### config.mk
export PLATFORM = sky130hd
export DESIGN_NAME = circular_deque_positional
export DESIGN_NICKNAME = d
export VERILOG_FILES = /design/src/rtl/core/cdp_pkg.sv /design/src/rtl/core/cdp_ram.sv /design/src/rtl/core/cdp_cmdq.sv /design/src/rtl/core/cdp_front.sv /design/src/rtl/core/cdp_back.sv /design/src/rtl/core/circular_deque_positional.sv
export SDC_FILE = /design/constraint.sdc
export NUM_CORES = 2
export LEC_CHECK = 0
export ABC_CLOCK_PERIOD_IN_PS = 17300
export BUFFER_PORTS_ARGS = -buffer_cell sky130_fd_sc_hd__buf_2
export CAP_MARGIN = 20
export CELL_PAD_IN_SITES_DETAIL_PLACEMENT = 1
export CELL_PAD_IN_SITES_GLOBAL_PLACEMENT = 1
export CORE_AREA = 3 3 398 400
export CTS_BUF_LIST = sky130_fd_sc_hd__clkbuf_16
export CTS_CLUSTER_DIAMETER = 60
export DETAILED_ROUTE_END_ITERATION = 6
export DIE_AREA = 0 0 401 403
export PLACE_DENSITY_LB_ADDON = 0.1
export SYNTH_ARGS = -nofsm -noshare
export SYNTH_HDL_FRONTEND = slang
export SYNTH_HIERARCHICAL = 1
export SYNTH_SLANG_ARGS = --single-unit
### constraint.sdc
create_clock -name clk_i -period 17.3 [get_ports clk_i]
set_input_delay 0.865 -clock clk_i [delete_from_list [all_inputs] [get_ports clk_i]]
set_output_delay 0.865 -clock clk_i [all_outputs]
set_load 0.01 [all_outputs]
### src/rtl/core/cdp_pkg.sv
// ----------------------------------------------------------------------------
// cdp_pkg: shared definitions for the positional circular deque
// Command and status codes, default sizes and the command queue entry.
// ----------------------------------------------------------------------------
package cdp_pkg;

  localparam int unsigned DefDepth    = 64;
  localparam int unsigned DefWordBits = 32;

  localparam int unsigned CmdBits   = 3;
  localparam int unsigned PosBits   = 7;
  localparam int unsigned WordBits  = 32;
  localparam int unsigned StatBits  = 2;
  localparam int unsigned CountBits = 7;

  typedef enum logic [CmdBits-1:0] {
    CmdGet       = 3'd0,
    CmdInsert    = 3'd1,
    CmdRemove    = 3'd2,
    CmdPushFront = 3'd3,
    CmdPopFront  = 3'd4,
    CmdPushBack  = 3'd5,
    CmdPopBack   = 3'd6
  } cmd_e;

  typedef enum logic [StatBits-1:0] {
    StatOk    = 2'd0,
    StatOob   = 2'd1,
    StatEmpty = 2'd2,
    StatFull  = 2'd3
  } status_e;

  // One classified command, handed from the front end to the back end.
  typedef struct packed {
    cmd_e                 cmd;
    logic [PosBits-1:0]   pos;
    logic [WordBits-1:0]  word;
    status_e              status;
    logic [CountBits-1:0] count;
  } entry_t;

endpackage

### src/rtl/core/cdp_ram.sv
// ----------------------------------------------------------------------------
// cdp_ram: generic simple dual-port RAM
// One write port and one read port, read data registered.
// ----------------------------------------------------------------------------
module cdp_ram #(
  parameter int unsigned Width = 32,
  parameter int unsigned Depth = 64
) (
  input  logic                     clk_i,
  input  logic                     we_i,
  input  logic [$clog2(Depth)-1:0] waddr_i,
  input  logic [Width-1:0]         wdata_i,
  input  logic [$clog2(Depth)-1:0] raddr_i,
  output logic [Width-1:0]         rdata_o
);

  logic [Width-1:0] mem_q [Depth];
  logic [Width-1:0] rdata_q;

  always_ff @(posedge clk_i) begin
    if (we_i) begin
      mem_q[waddr_i] <= wdata_i;
    end
    rdata_q <= mem_q[raddr_i];
  end

  assign rdata_o = rdata_q;

endmodule

### src/rtl/core/cdp_cmdq.sv
// ----------------------------------------------------------------------------
// cdp_cmdq: two-entry command queue
// Decouples the classifying front end from the executing back end.
// ----------------------------------------------------------------------------
module cdp_cmdq (
  input  logic            clk_i,
  input  logic            rst_ni,
  input  logic            push_i,
  input  cdp_pkg::entry_t push_entry_i,
  output logic            full_o,
  input  logic            pop_i,
  output logic            valid_o,
  output cdp_pkg::entry_t pop_entry_o
);

  cdp_pkg::entry_t slot_q [2];
  logic            wr_ptr_q, wr_ptr_d;
  logic            rd_ptr_q, rd_ptr_d;
  logic [1:0]      used_q, used_d;
  logic            do_push, do_pop;

  assign full_o      = used_q[1];
  assign valid_o     = (used_q != 2'd0);
  assign pop_entry_o = slot_q[rd_ptr_q];
  assign do_push     = push_i && !full_o;
  assign do_pop      = pop_i && valid_o;

  always_comb begin
    wr_ptr_d = do_push ? !wr_ptr_q : wr_ptr_q;
    rd_ptr_d = do_pop ? !rd_ptr_q : rd_ptr_q;
    used_d   = used_q;
    if (do_push && !do_pop) begin
      used_d = used_q + 2'd1;
    end else if (do_pop && !do_push) begin
      used_d = used_q - 2'd1;
    end
  end

  always_ff @(posedge clk_i or negedge rst_ni) begin
    if (!rst_ni) begin
      wr_ptr_q <= 1'b0;
      rd_ptr_q <= 1'b0;
      used_q   <= 2'd0;
    end else begin
      wr_ptr_q <= wr_ptr_d;
      rd_ptr_q <= rd_ptr_d;
      used_q   <= used_d;
    end
  end

  always_ff @(posedge clk_i) begin
    if (do_push) begin
      slot_q[wr_ptr_q] <= push_entry_i;
    end
  end

endmodule

### src/rtl/core/cdp_front.sv
// ----------------------------------------------------------------------------
// cdp_front: command front end
// Tracks the fill count, decides each command's status and resulting count.
// ----------------------------------------------------------------------------
module cdp_front #(
  parameter int unsigned DEPTH = cdp_pkg::DefDepth
) (
  input  logic                          clk_i,
  input  logic                          rst_ni,
  input  logic                          accept_i,
  input  logic [cdp_pkg::CmdBits-1:0]   command_i,
  input  logic [cdp_pkg::PosBits-1:0]   position_i,
  input  logic [cdp_pkg::WordBits-1:0]  word_in_i,
  output cdp_pkg::entry_t               entry_o
);

  localparam int unsigned CntW = $clog2(DEPTH + 1);
  localparam int unsigned CmpW = (CntW > cdp_pkg::PosBits) ? CntW : cdp_pkg::PosBits;

  logic [CntW-1:0]     cnt_q, cnt_d;
  logic [CmpW-1:0]     pos_x, cnt_x, next_x;
  logic                is_full, is_empty;
  cdp_pkg::status_e    status;

  assign pos_x    = CmpW'(position_i);
  assign cnt_x    = CmpW'(cnt_q);
  assign is_full  = (cnt_q == CntW'(DEPTH));
  assign is_empty = (cnt_q == '0);

  always_comb begin
    status = cdp_pkg::StatOk;
    cnt_d  = cnt_q;
    unique case (cdp_pkg::cmd_e'(command_i))
      cdp_pkg::CmdGet: begin
        if (pos_x >= cnt_x) status = cdp_pkg::StatOob;
      end
      cdp_pkg::CmdInsert: begin
        if (pos_x > cnt_x) status = cdp_pkg::StatOob;
        else if (is_full)  status = cdp_pkg::StatFull;
        else               cnt_d  = cnt_q + CntW'(1);
      end
      cdp_pkg::CmdRemove: begin
        if (pos_x >= cnt_x) status = cdp_pkg::StatOob;
        else                cnt_d  = cnt_q - CntW'(1);
      end
      cdp_pkg::CmdPushFront, cdp_pkg::CmdPushBack: begin
        if (is_full) status = cdp_pkg::StatFull;
        else         cnt_d  = cnt_q + CntW'(1);
      end
      cdp_pkg::CmdPopFront, cdp_pkg::CmdPopBack: begin
        if (is_empty) status = cdp_pkg::StatEmpty;
        else          cnt_d  = cnt_q - CntW'(1);
      end
      default: ;
    endcase
  end

  assign next_x = CmpW'(cnt_d);

  always_comb begin
    entry_o.cmd    = cdp_pkg::cmd_e'(command_i);
    entry_o.pos    = position_i;
    entry_o.word   = word_in_i;
    entry_o.status = status;
    entry_o.count  = next_x[cdp_pkg::CountBits-1:0];
  end

  always_ff @(posedge clk_i or negedge rst_ni) begin
    if (!rst_ni) begin
      cnt_q <= '0;
    end else if (accept_i) begin
      cnt_q <= cnt_d;
    end
  end

endmodule

### src/rtl/core/cdp_back.sv
// ----------------------------------------------------------------------------
// cdp_back: command back end
// Carries out queued commands on the entry RAM and registers the result.
// ----------------------------------------------------------------------------
module cdp_back #(
  parameter int unsigned DEPTH     = cdp_pkg::DefDepth,
  parameter int unsigned WORD_BITS = cdp_pkg::DefWordBits
) (
  input  logic                           clk_i,
  input  logic                           rst_ni,
  input  logic                           q_valid_i,
  input  cdp_pkg::entry_t                q_entry_i,
  output logic                           q_pop_o,
  output logic                           out_valid_o,
  input  logic                           out_stall_i,
  output logic [cdp_pkg::WordBits-1:0]   word_out_o,
  output logic [cdp_pkg::StatBits-1:0]   status_o,
  output logic [cdp_pkg::CountBits-1:0]  count_o
);

  localparam int unsigned PtrW   = $clog2(DEPTH);
  localparam int unsigned CntW   = $clog2(DEPTH + 1);
  localparam int unsigned StoreW = (WORD_BITS < cdp_pkg::WordBits) ? WORD_BITS
                                                                   : cdp_pkg::WordBits;

  typedef enum logic [2:0] {
    StIdle,
    StRead,
    StRemCap,
    StMvRd,
    StMvWr
  } state_e;

  function automatic logic [PtrW-1:0] ptr_inc(input logic [PtrW-1:0] p);
    return (p == PtrW'(DEPTH - 1)) ? '0 : p + PtrW'(1);
  endfunction

  function automatic logic [PtrW-1:0] ptr_dec(input logic [PtrW-1:0] p);
    return (p == '0) ? PtrW'(DEPTH - 1) : p - PtrW'(1);
  endfunction

  state_e                        state_q, state_d;
  logic [PtrW-1:0]               tail_q, tail_d, head_q, head_d;
  logic [CntW-1:0]               cnt_q, cnt_d, moves_q, moves_d;
  logic [PtrW-1:0]               cur_q, cur_d, nb_q, nb_d;
  logic                          is_ins_q, is_ins_d;
  logic [StoreW-1:0]             ent_word_q, ent_word_d, rd_word_q, rd_word_d;
  cdp_pkg::status_e              ent_status_q, ent_status_d;
  logic [cdp_pkg::CountBits-1:0] ent_count_q, ent_count_d;
  logic                          out_valid_q, out_valid_d;
  logic [cdp_pkg::WordBits-1:0]  out_word_q, out_word_d;
  logic [cdp_pkg::StatBits-1:0]  out_status_q, out_status_d;
  logic [cdp_pkg::CountBits-1:0] out_count_q, out_count_d;

  logic                          ram_we;
  logic [PtrW-1:0]               ram_waddr, ram_raddr;
  logic [StoreW-1:0]             ram_wdata, ram_rdata;
  logic [PtrW:0]                 pos_sum;
  logic [PtrW-1:0]               pos_addr, nb;
  logic                          start;

  cdp_ram #(
    .Width (StoreW),
    .Depth (DEPTH)
  ) u_ram (
    .clk_i   (clk_i),
    .we_i    (ram_we),
    .waddr_i (ram_waddr),
    .wdata_i (ram_wdata),
    .raddr_i (ram_raddr),
    .rdata_o (ram_rdata)
  );

  // Physical slot of the logical index, one wrap at most.
  assign pos_sum  = {1'b0, tail_q} + (PtrW + 1)'(q_entry_i.pos);
  assign pos_addr = (pos_sum >= (PtrW + 1)'(DEPTH)) ? PtrW'(pos_sum - (PtrW + 1)'(DEPTH))
                                                    : PtrW'(pos_sum);
  assign nb       = is_ins_q ? ptr_dec(cur_q) : ptr_inc(cur_q);
  assign start    = (state_q == StIdle) && q_valid_i && (!out_valid_q || !out_stall_i);
  assign q_pop_o  = start;

  always_comb begin
    state_d      = state_q;
    tail_d       = tail_q;
    head_d       = head_q;
    cnt_d        = cnt_q;
    moves_d      = moves_q;
    cur_d        = cur_q;
    nb_d         = nb_q;
    is_ins_d     = is_ins_q;
    ent_word_d   = ent_word_q;
    rd_word_d    = rd_word_q;
    ent_status_d = ent_status_q;
    ent_count_d  = ent_count_q;
    out_valid_d  = out_valid_q && out_stall_i;
    out_word_d   = out_word_q;
    out_status_d = out_status_q;
    out_count_d  = out_count_q;
    ram_we       = 1'b0;
    ram_waddr    = cur_q;
    ram_wdata    = ent_word_q;
    ram_raddr    = cur_q;

    unique case (state_q)
      StIdle: begin
        if (start) begin
          ent_word_d   = q_entry_i.word[StoreW-1:0];
          ent_status_d = q_entry_i.status;
          ent_count_d  = q_entry_i.count;
          out_word_d   = '0;
          out_status_d = q_entry_i.status;
          out_count_d  = q_entry_i.count;
          if (q_entry_i.status != cdp_pkg::StatOk) begin
            out_valid_d = 1'b1;
          end else begin
            unique case (q_entry_i.cmd)
              cdp_pkg::CmdGet: begin
                ram_raddr = pos_addr;
                state_d   = StRead;
              end
              cdp_pkg::CmdInsert: begin
                cur_d    = head_q;
                moves_d  = cnt_q - CntW'(q_entry_i.pos);
                is_ins_d = 1'b1;
                cnt_d    = cnt_q + CntW'(1);
                state_d  = StMvRd;
              end
              cdp_pkg::CmdRemove: begin
                cur_d     = pos_addr;
                ram_raddr = pos_addr;
                moves_d   = cnt_q - CntW'(q_entry_i.pos) - CntW'(1);
                is_ins_d  = 1'b0;
                cnt_d     = cnt_q - CntW'(1);
                state_d   = StRemCap;
              end
              cdp_pkg::CmdPushFront: begin
                ram_we      = 1'b1;
                ram_waddr   = head_q;
                ram_wdata   = q_entry_i.word[StoreW-1:0];
                head_d      = ptr_inc(head_q);
                cnt_d       = cnt_q + CntW'(1);
                out_valid_d = 1'b1;
              end
              cdp_pkg::CmdPopFront: begin
                head_d    = ptr_dec(head_q);
                ram_raddr = ptr_dec(head_q);
                cnt_d     = cnt_q - CntW'(1);
                state_d   = StRead;
              end
              cdp_pkg::CmdPushBack: begin
                ram_we      = 1'b1;
                ram_waddr   = ptr_dec(tail_q);
                ram_wdata   = q_entry_i.word[StoreW-1:0];
                tail_d      = ptr_dec(tail_q);
                cnt_d       = cnt_q + CntW'(1);
                out_valid_d = 1'b1;
              end
              cdp_pkg::CmdPopBack: begin
                ram_raddr = tail_q;
                tail_d    = ptr_inc(tail_q);
                cnt_d     = cnt_q - CntW'(1);
                state_d   = StRead;
              end
              default: begin
                out_valid_d = 1'b1;
              end
            endcase
          end
        end
      end
      StRead: begin
        out_valid_d  = 1'b1;
        out_word_d   = cdp_pkg::WordBits'(ram_rdata);
        out_status_d = ent_status_q;
        out_count_d  = ent_count_q;
        state_d      = StIdle;
      end
      StRemCap: begin
        rd_word_d = ram_rdata;
        state_d   = StMvRd;
      end
      StMvRd: begin
        if (moves_q == '0) begin
          out_valid_d  = 1'b1;
          out_status_d = ent_status_q;
          out_count_d  = ent_count_q;
          if (is_ins_q) begin
            ram_we     = 1'b1;
            head_d     = ptr_inc(head_q);
            out_word_d = '0;
          end else begin
            head_d     = ptr_dec(head_q);
            out_word_d = cdp_pkg::WordBits'(rd_word_q);
          end
          state_d = StIdle;
        end else begin
          ram_raddr = nb;
          nb_d      = nb;
          state_d   = StMvWr;
        end
      end
      StMvWr: begin
        ram_we    = 1'b1;
        ram_wdata = ram_rdata;
        cur_d     = nb_q;
        moves_d   = moves_q - CntW'(1);
        state_d   = StMvRd;
      end
      default: begin
        state_d = StIdle;
      end
    endcase
  end

  always_ff @(posedge clk_i or negedge rst_ni) begin
    if (!rst_ni) begin
      state_q     <= StIdle;
      tail_q      <= '0;
      head_q      <= '0;
      cnt_q       <= '0;
      out_valid_q <= 1'b0;
    end else begin
      state_q     <= state_d;
      tail_q      <= tail_d;
      head_q      <= head_d;
      cnt_q       <= cnt_d;
      out_valid_q <= out_valid_d;
    end
  end

  always_ff @(posedge clk_i) begin
    moves_q      <= moves_d;
    cur_q        <= cur_d;
    nb_q         <= nb_d;
    is_ins_q     <= is_ins_d;
    ent_word_q   <= ent_word_d;
    rd_word_q    <= rd_word_d;
    ent_status_q <= ent_status_d;
    ent_count_q  <= ent_count_d;
    out_word_q   <= out_word_d;
    out_status_q <= out_status_d;
    out_count_q  <= out_count_d;
  end

  assign out_valid_o = out_valid_q;
  assign word_out_o  = out_word_q;
  assign status_o    = out_status_q;
  assign count_o     = out_count_q;

endmodule

### src/rtl/core/circular_deque_positional.sv
// ----------------------------------------------------------------------------
// circular_deque_positional: fixed-capacity circular deque with indexed access
// Get, insert and remove by logical index, push and pop at either end.
// ----------------------------------------------------------------------------
// Usage:
//   Command channel: in_valid_i / in_stall_o carry command_i, position_i and
//   word_in_i. An item is taken on a rising edge with valid high, stall low.
//   Result channel: out_valid_o / out_stall_i carry word_out_o, status_o and
//   count_o, exactly one result item for every command item, in order.
// Timing:
//   The front end classifies each command in the cycle it is taken and drops
//   it into a two-entry queue, so in_stall_o rises only when that queue is full.
//   The back end owns the entry RAM (one write and one registered read port):
//     push, or any failed command : result (and push write) set from idle
//     get, pop                     : RAM read, then StRead takes the word
//     insert at index p            : count - p shifts, then the new word
//     remove at index p            : read, StRemCap, then count - 1 - p shifts
//   Each shifted entry takes one read (StMvRd) and one write (StMvWr).
//   While the back end is busy, an accepted command waits in the queue.
// Reset: the deque comes up empty; stored words need no clearing since only
//   written entries are ever read.
// Stall: a stalled result holds in the output register; the back end waits,
//   the queue fills, and then in_stall_o holds off new commands.
// ----------------------------------------------------------------------------
module circular_deque_positional #(
  parameter int unsigned DEPTH     = cdp_pkg::DefDepth,
  parameter int unsigned WORD_BITS = cdp_pkg::DefWordBits
) (
  input  logic                           clk_i,
  input  logic                           rst_ni,
  input  logic                           in_valid_i,
  output logic                           in_stall_o,
  input  logic [cdp_pkg::CmdBits-1:0]    command_i,
  input  logic [cdp_pkg::PosBits-1:0]    position_i,
  input  logic [cdp_pkg::WordBits-1:0]   word_in_i,
  output logic                           out_valid_o,
  input  logic                           out_stall_i,
  output logic [cdp_pkg::WordBits-1:0]   word_out_o,
  output logic [cdp_pkg::StatBits-1:0]   status_o,
  output logic [cdp_pkg::CountBits-1:0]  count_o
);

  cdp_pkg::entry_t front_entry, back_entry;
  logic            q_full, q_valid, q_pop, accept;

  // Take an item whenever the queue has room.
  assign in_stall_o = q_full;
  assign accept     = in_valid_i && !q_full;

  // Classify: status and resulting count are known at acceptance.
  cdp_front #(
    .DEPTH (DEPTH)
  ) u_front (
    .clk_i      (clk_i),
    .rst_ni     (rst_ni),
    .accept_i   (accept),
    .command_i  (command_i),
    .position_i (position_i),
    .word_in_i  (word_in_i),
    .entry_o    (front_entry)
  );

  // Buffer classified commands between the two halves.
  cdp_cmdq u_cmdq (
    .clk_i        (clk_i),
    .rst_ni       (rst_ni),
    .push_i       (in_valid_i),
    .push_entry_i (front_entry),
    .full_o       (q_full),
    .pop_i        (q_pop),
    .valid_o      (q_valid),
    .pop_entry_o  (back_entry)
  );

  // Execute on the RAM and hold the result until the receiver takes it.
  cdp_back #(
    .DEPTH     (DEPTH),
    .WORD_BITS (WORD_BITS)
  ) u_back (
    .clk_i       (clk_i),
    .rst_ni      (rst_ni),
    .q_valid_i   (q_valid),
    .q_entry_i   (back_entry),
    .q_pop_o     (q_pop),
    .out_valid_o (out_valid_o),
    .out_stall_i (out_stall_i),
    .word_out_o  (word_out_o),
    .status_o    (status_o),
    .count_o     (count_o)
  );

endmodule
==> qor.csv <==
stage;metric;value;unit
worst_setup_path;arrival time worst endpoint;7.34;ns
outcome;status;finished, final reports clean;
placement;placed cell count;6508;
cells_and_area;design area;103700;um2
clock_tree;Clock transition at path regs;0.06;ns
synth;Post-synth ARST share;0.01447;
clock_tree;Post-CTS Setup Repair Bufs;0;
clock_tree;Max Buffers Root-to-Sink;3;
global_routing;vias in the first global route;49970;
route;via/cell ratio;6.901;
floorplanning;Initial Utilization;0.5954;
timing;final setup fails;0;
synth;EDFF count, synth;2284;
placement;dpl hpwl;144200;um
cells_and_area;area growth from synthesis to layout;11.84;%
route;detailed-route wire length;256200;um
timing;post-layout min period;6.575;ns
worst_setup_path;CP Class;flop to flop;
pwr;Overall Power;18.85;mW
timing;Hold Vio Cnt, Final;0;
route;DRC errors left;0;
cells_and_area;Nets;4769;
floorplanning;Ports;89;
synth;Synthesized Nets;4590;
synth;Post-Syn Instances;4504;
worst_setup_path;maximum fanout along the worst path;93;
timing;fmax;152.1;MHz
clock_tree;CTS hold repair buffers;0;
route;Antenna Nets Post-Route;0;
global_routing;grt ovf;0;
clock_tree;H-Tree Level Count;4;
clock_tree;clk root buf;clkbuf_16;
floorplanning;number of core rows;145;
timing;final period utilization;0.3801;
cells_and_area;Post-Layout Cell Count;6941;
placement;Area after DPL;96340;um2
cells_and_area;Core Util, Final;0.6659;
worst_setup_path;Critical Path Start Type;flop;
route;drt wl/cell;36.90;um
clock_tree;Clk Latency, worst-skew pair;0.90;ns
timing;Least-Margin Pin Slew;1.114;ns
worst_setup_path;Crit. End Element;flop;
clock_tree;CTS resizes;0;
pwr;leakage power total;33.26;nW
pwr;Power Density;181.9;nW/um2
timing;Max Transition Viols Final;0;
placement;Placer Congestion;0.8553;
floorplanning;die extent in x;401;um
synth;synthesized flop and latch total;2350;
clock_tree;CTS tree;built;
global_routing;global-route wire length before repair;367500;um
min_path;worst hold path type;input pin to asynchronous set/reset pin;
timing;max_slew headroom;0.2557;
synth;register area share after synthesis;0.7561;
floorplanning;Core Box Area;155700;um2
global_routing;initial antenna violation count;15;
global_routing;largest net degree at the start of global routing;107;
floorplanning;Die Area;161600;um2
timing;unrepaired setup endpoints after global routing;false;
placement;pre-CTS setup slack;10.72;ns
route;First DRT Iteration DRCs;7467;
worst_setup_path;Worst Path Required;18.06;ns
synth;commonest register cell after synthesis;edfxtp_1;
synth;Synth Warn #;6;
timing;setup slack after layout;10.72;ns
cells_and_area;layout cells sized above 1;0.2751;
job;Max-Cap Viols;0;
timing;Worst Skew;0.06421;ns
route;vias;47900;
synth;Avg Inst Size Synth;20.58;um2
global_routing;Global Route Usage Sum;0.3220;
synth;post-synth cell types;89;
pwr;VDD IR max;0.1571;mV
clock_tree;TritonCTS Sinks;2350;
timing;Hold WS;0.1570;ns
timing;Post-Route Setup TNS;0;ns
clock_tree;CTS Buf Count;230;
floorplanning;die height;403;um
route;drt first pass iters;6;
placement;PortBufs;88;
synth;synthesized area;92690;um2
==> kinds of logic (layout without fill, tap and decap cells) <==
family / Yosys count / in the layout / synth area share
buffers and inverters: 330 / 707 / 0.01898
multiplexers: 689 / 689 / 0.1519
adder cells (fa/ha/maj): 40 / 40 / 0.005643
flip-flops: 2350 / 2350 / 0.7561
XOR/XNOR: 48 / 48 / 0.004536
AO/OA/AOI/OAI: 528 / 528 / 0.03706
AND/OR/NAND/NOR: 519 / 519 / 0.02580
other: 0 / 2 / 0
==> per-layer routing <==
| metal | track usage | wire length, um | vias to the layer above |
|---|---|---|---|
| met5 | 0 | 11 | - |
| met4 | 0.1179 | 9816 | 2 |
| met3 | 0.05287 | 24640 | 454 |
| met2 | 0.5215 | 125900 | 2776 |
| met1 | 0.4512 | 95830 | 25670 |
| li1 | - | - | 19000 |
==> placed cells by master, fill, tap and decap left out, drive strengths merged, types with 33 or more instances in the layout <==
master and count:
ha 37, inv 117, a31oi 45, o22ai 139, buf 239, mux2 96, nor2 200, xnor2 33
a22o 33, mux2i 43, nor3 47, o21ai 81, nand2 149, dfrtp 34, a21oi 115, mux4 550
edfxtp 2284, clkbuf 231, clkinv 104
==> layout make-up <==
type,instances,area [um2]
Clock buffer,230,5756
Multi-Input combinational cell,1824,21890
Antenna cell,2,5.005
Inverter,37,138.9
Fill cell,12300,52000
Sequential cell,2350,70080
Tap cell,2058,2575
Timing Repair Buffer,240,1657
Clock inverter,200,1555
==> synth_stat cells, types with 47 or more instances <==
cell      number  area, um2
buf_2         57      285.3
edfxtp_1    2284      68590
mux4_2       550      12390
a21oi_1      114      570.6
o22ai_1      138      863.3
mux2_4        49      735.7
mux2_2        47      529.3
buf_4         64      480.5
clkbuf_1     129      484.2
nand2_1      147      551.8
nor2_1       198      743.2
o21ai_0       66      330.3
nor3_1        47      235.2
==> worst max-delay path, cell delays in order (launching register included) <==
cell     delay, ns
dfrtp_1       0.55
nor3_1        0.56
nand2_1       0.32
a21oi_1       0.23
a21o_1        0.11
mux2i_1       0.12
o21ai_4       0.69
buf_12        0.55
buf_4         0.81
buf_4         0.82
mux4_2        0.60
mux4_2        0.49
o22ai_1       0.26
nor2_1        0.08
==> registers in the layout (all words and copies together) (netlist names), 3 cells and up <==
register              cells
u_back/cur_q              6
u_back/word_out_o        32
u_back/u_ram/rdata_o     32
u_back/ent_word_q        32
u_back/cnt_q              7
u_front/cnt_q             7
u_back/nb_q               6
u_back/rd_word_q         32
u_back/head_q             6
u_back/u_ram/mem_q     2048
u_back/ent_count_q        7
u_back/count_o            7
u_back/state_q            3
u_cmdq/slot_q           102
u_back/tail_q             6
u_back/moves_q            7
==> power breakdown <==
part / switching (mW) / total (mW) / internal, mW
sequential: 0.333 / 8.10 / 7.77
combinational: 4.01 / 5.94 / 1.93
clock: 2.16 / 4.81 / 2.65
total: 6.51 / 18.9 / 12.3
==> final timing paths <==
path / start / end / slack (ns) / depth (start not counted)
worst min register to register: u_cmdq/used_q[0]$_DFFE_PN0P_ / u_cmdq/used_q[0]$_DFFE_PN0P_ / 0.52 / 1
worst max-delay path: u_back/head_q[2]$_DFFE_PN0P_ / u_back/u_ram/rdata_o[22]$_DFF_P_ / 10.72 / 13
worst min-delay path: rst_ni / u_back/head_q[2]$_DFFE_PN0P_ / 0.16 / 1
worst max register to register: u_back/head_q[2]$_DFFE_PN0P_ / u_back/u_ram/rdata_o[22]$_DFF_P_ / 10.72 / 13
max in group asynchronous: rst_ni / u_cmdq/rd_ptr_q$_DFFE_PN0P_ / 16.46 / 1
min in group clk_i: word_in_i[17] / u_cmdq/slot_q[0][26]$_DFFE_PP_ / 0.18 / 1
(Power assumes the default switching activity.)
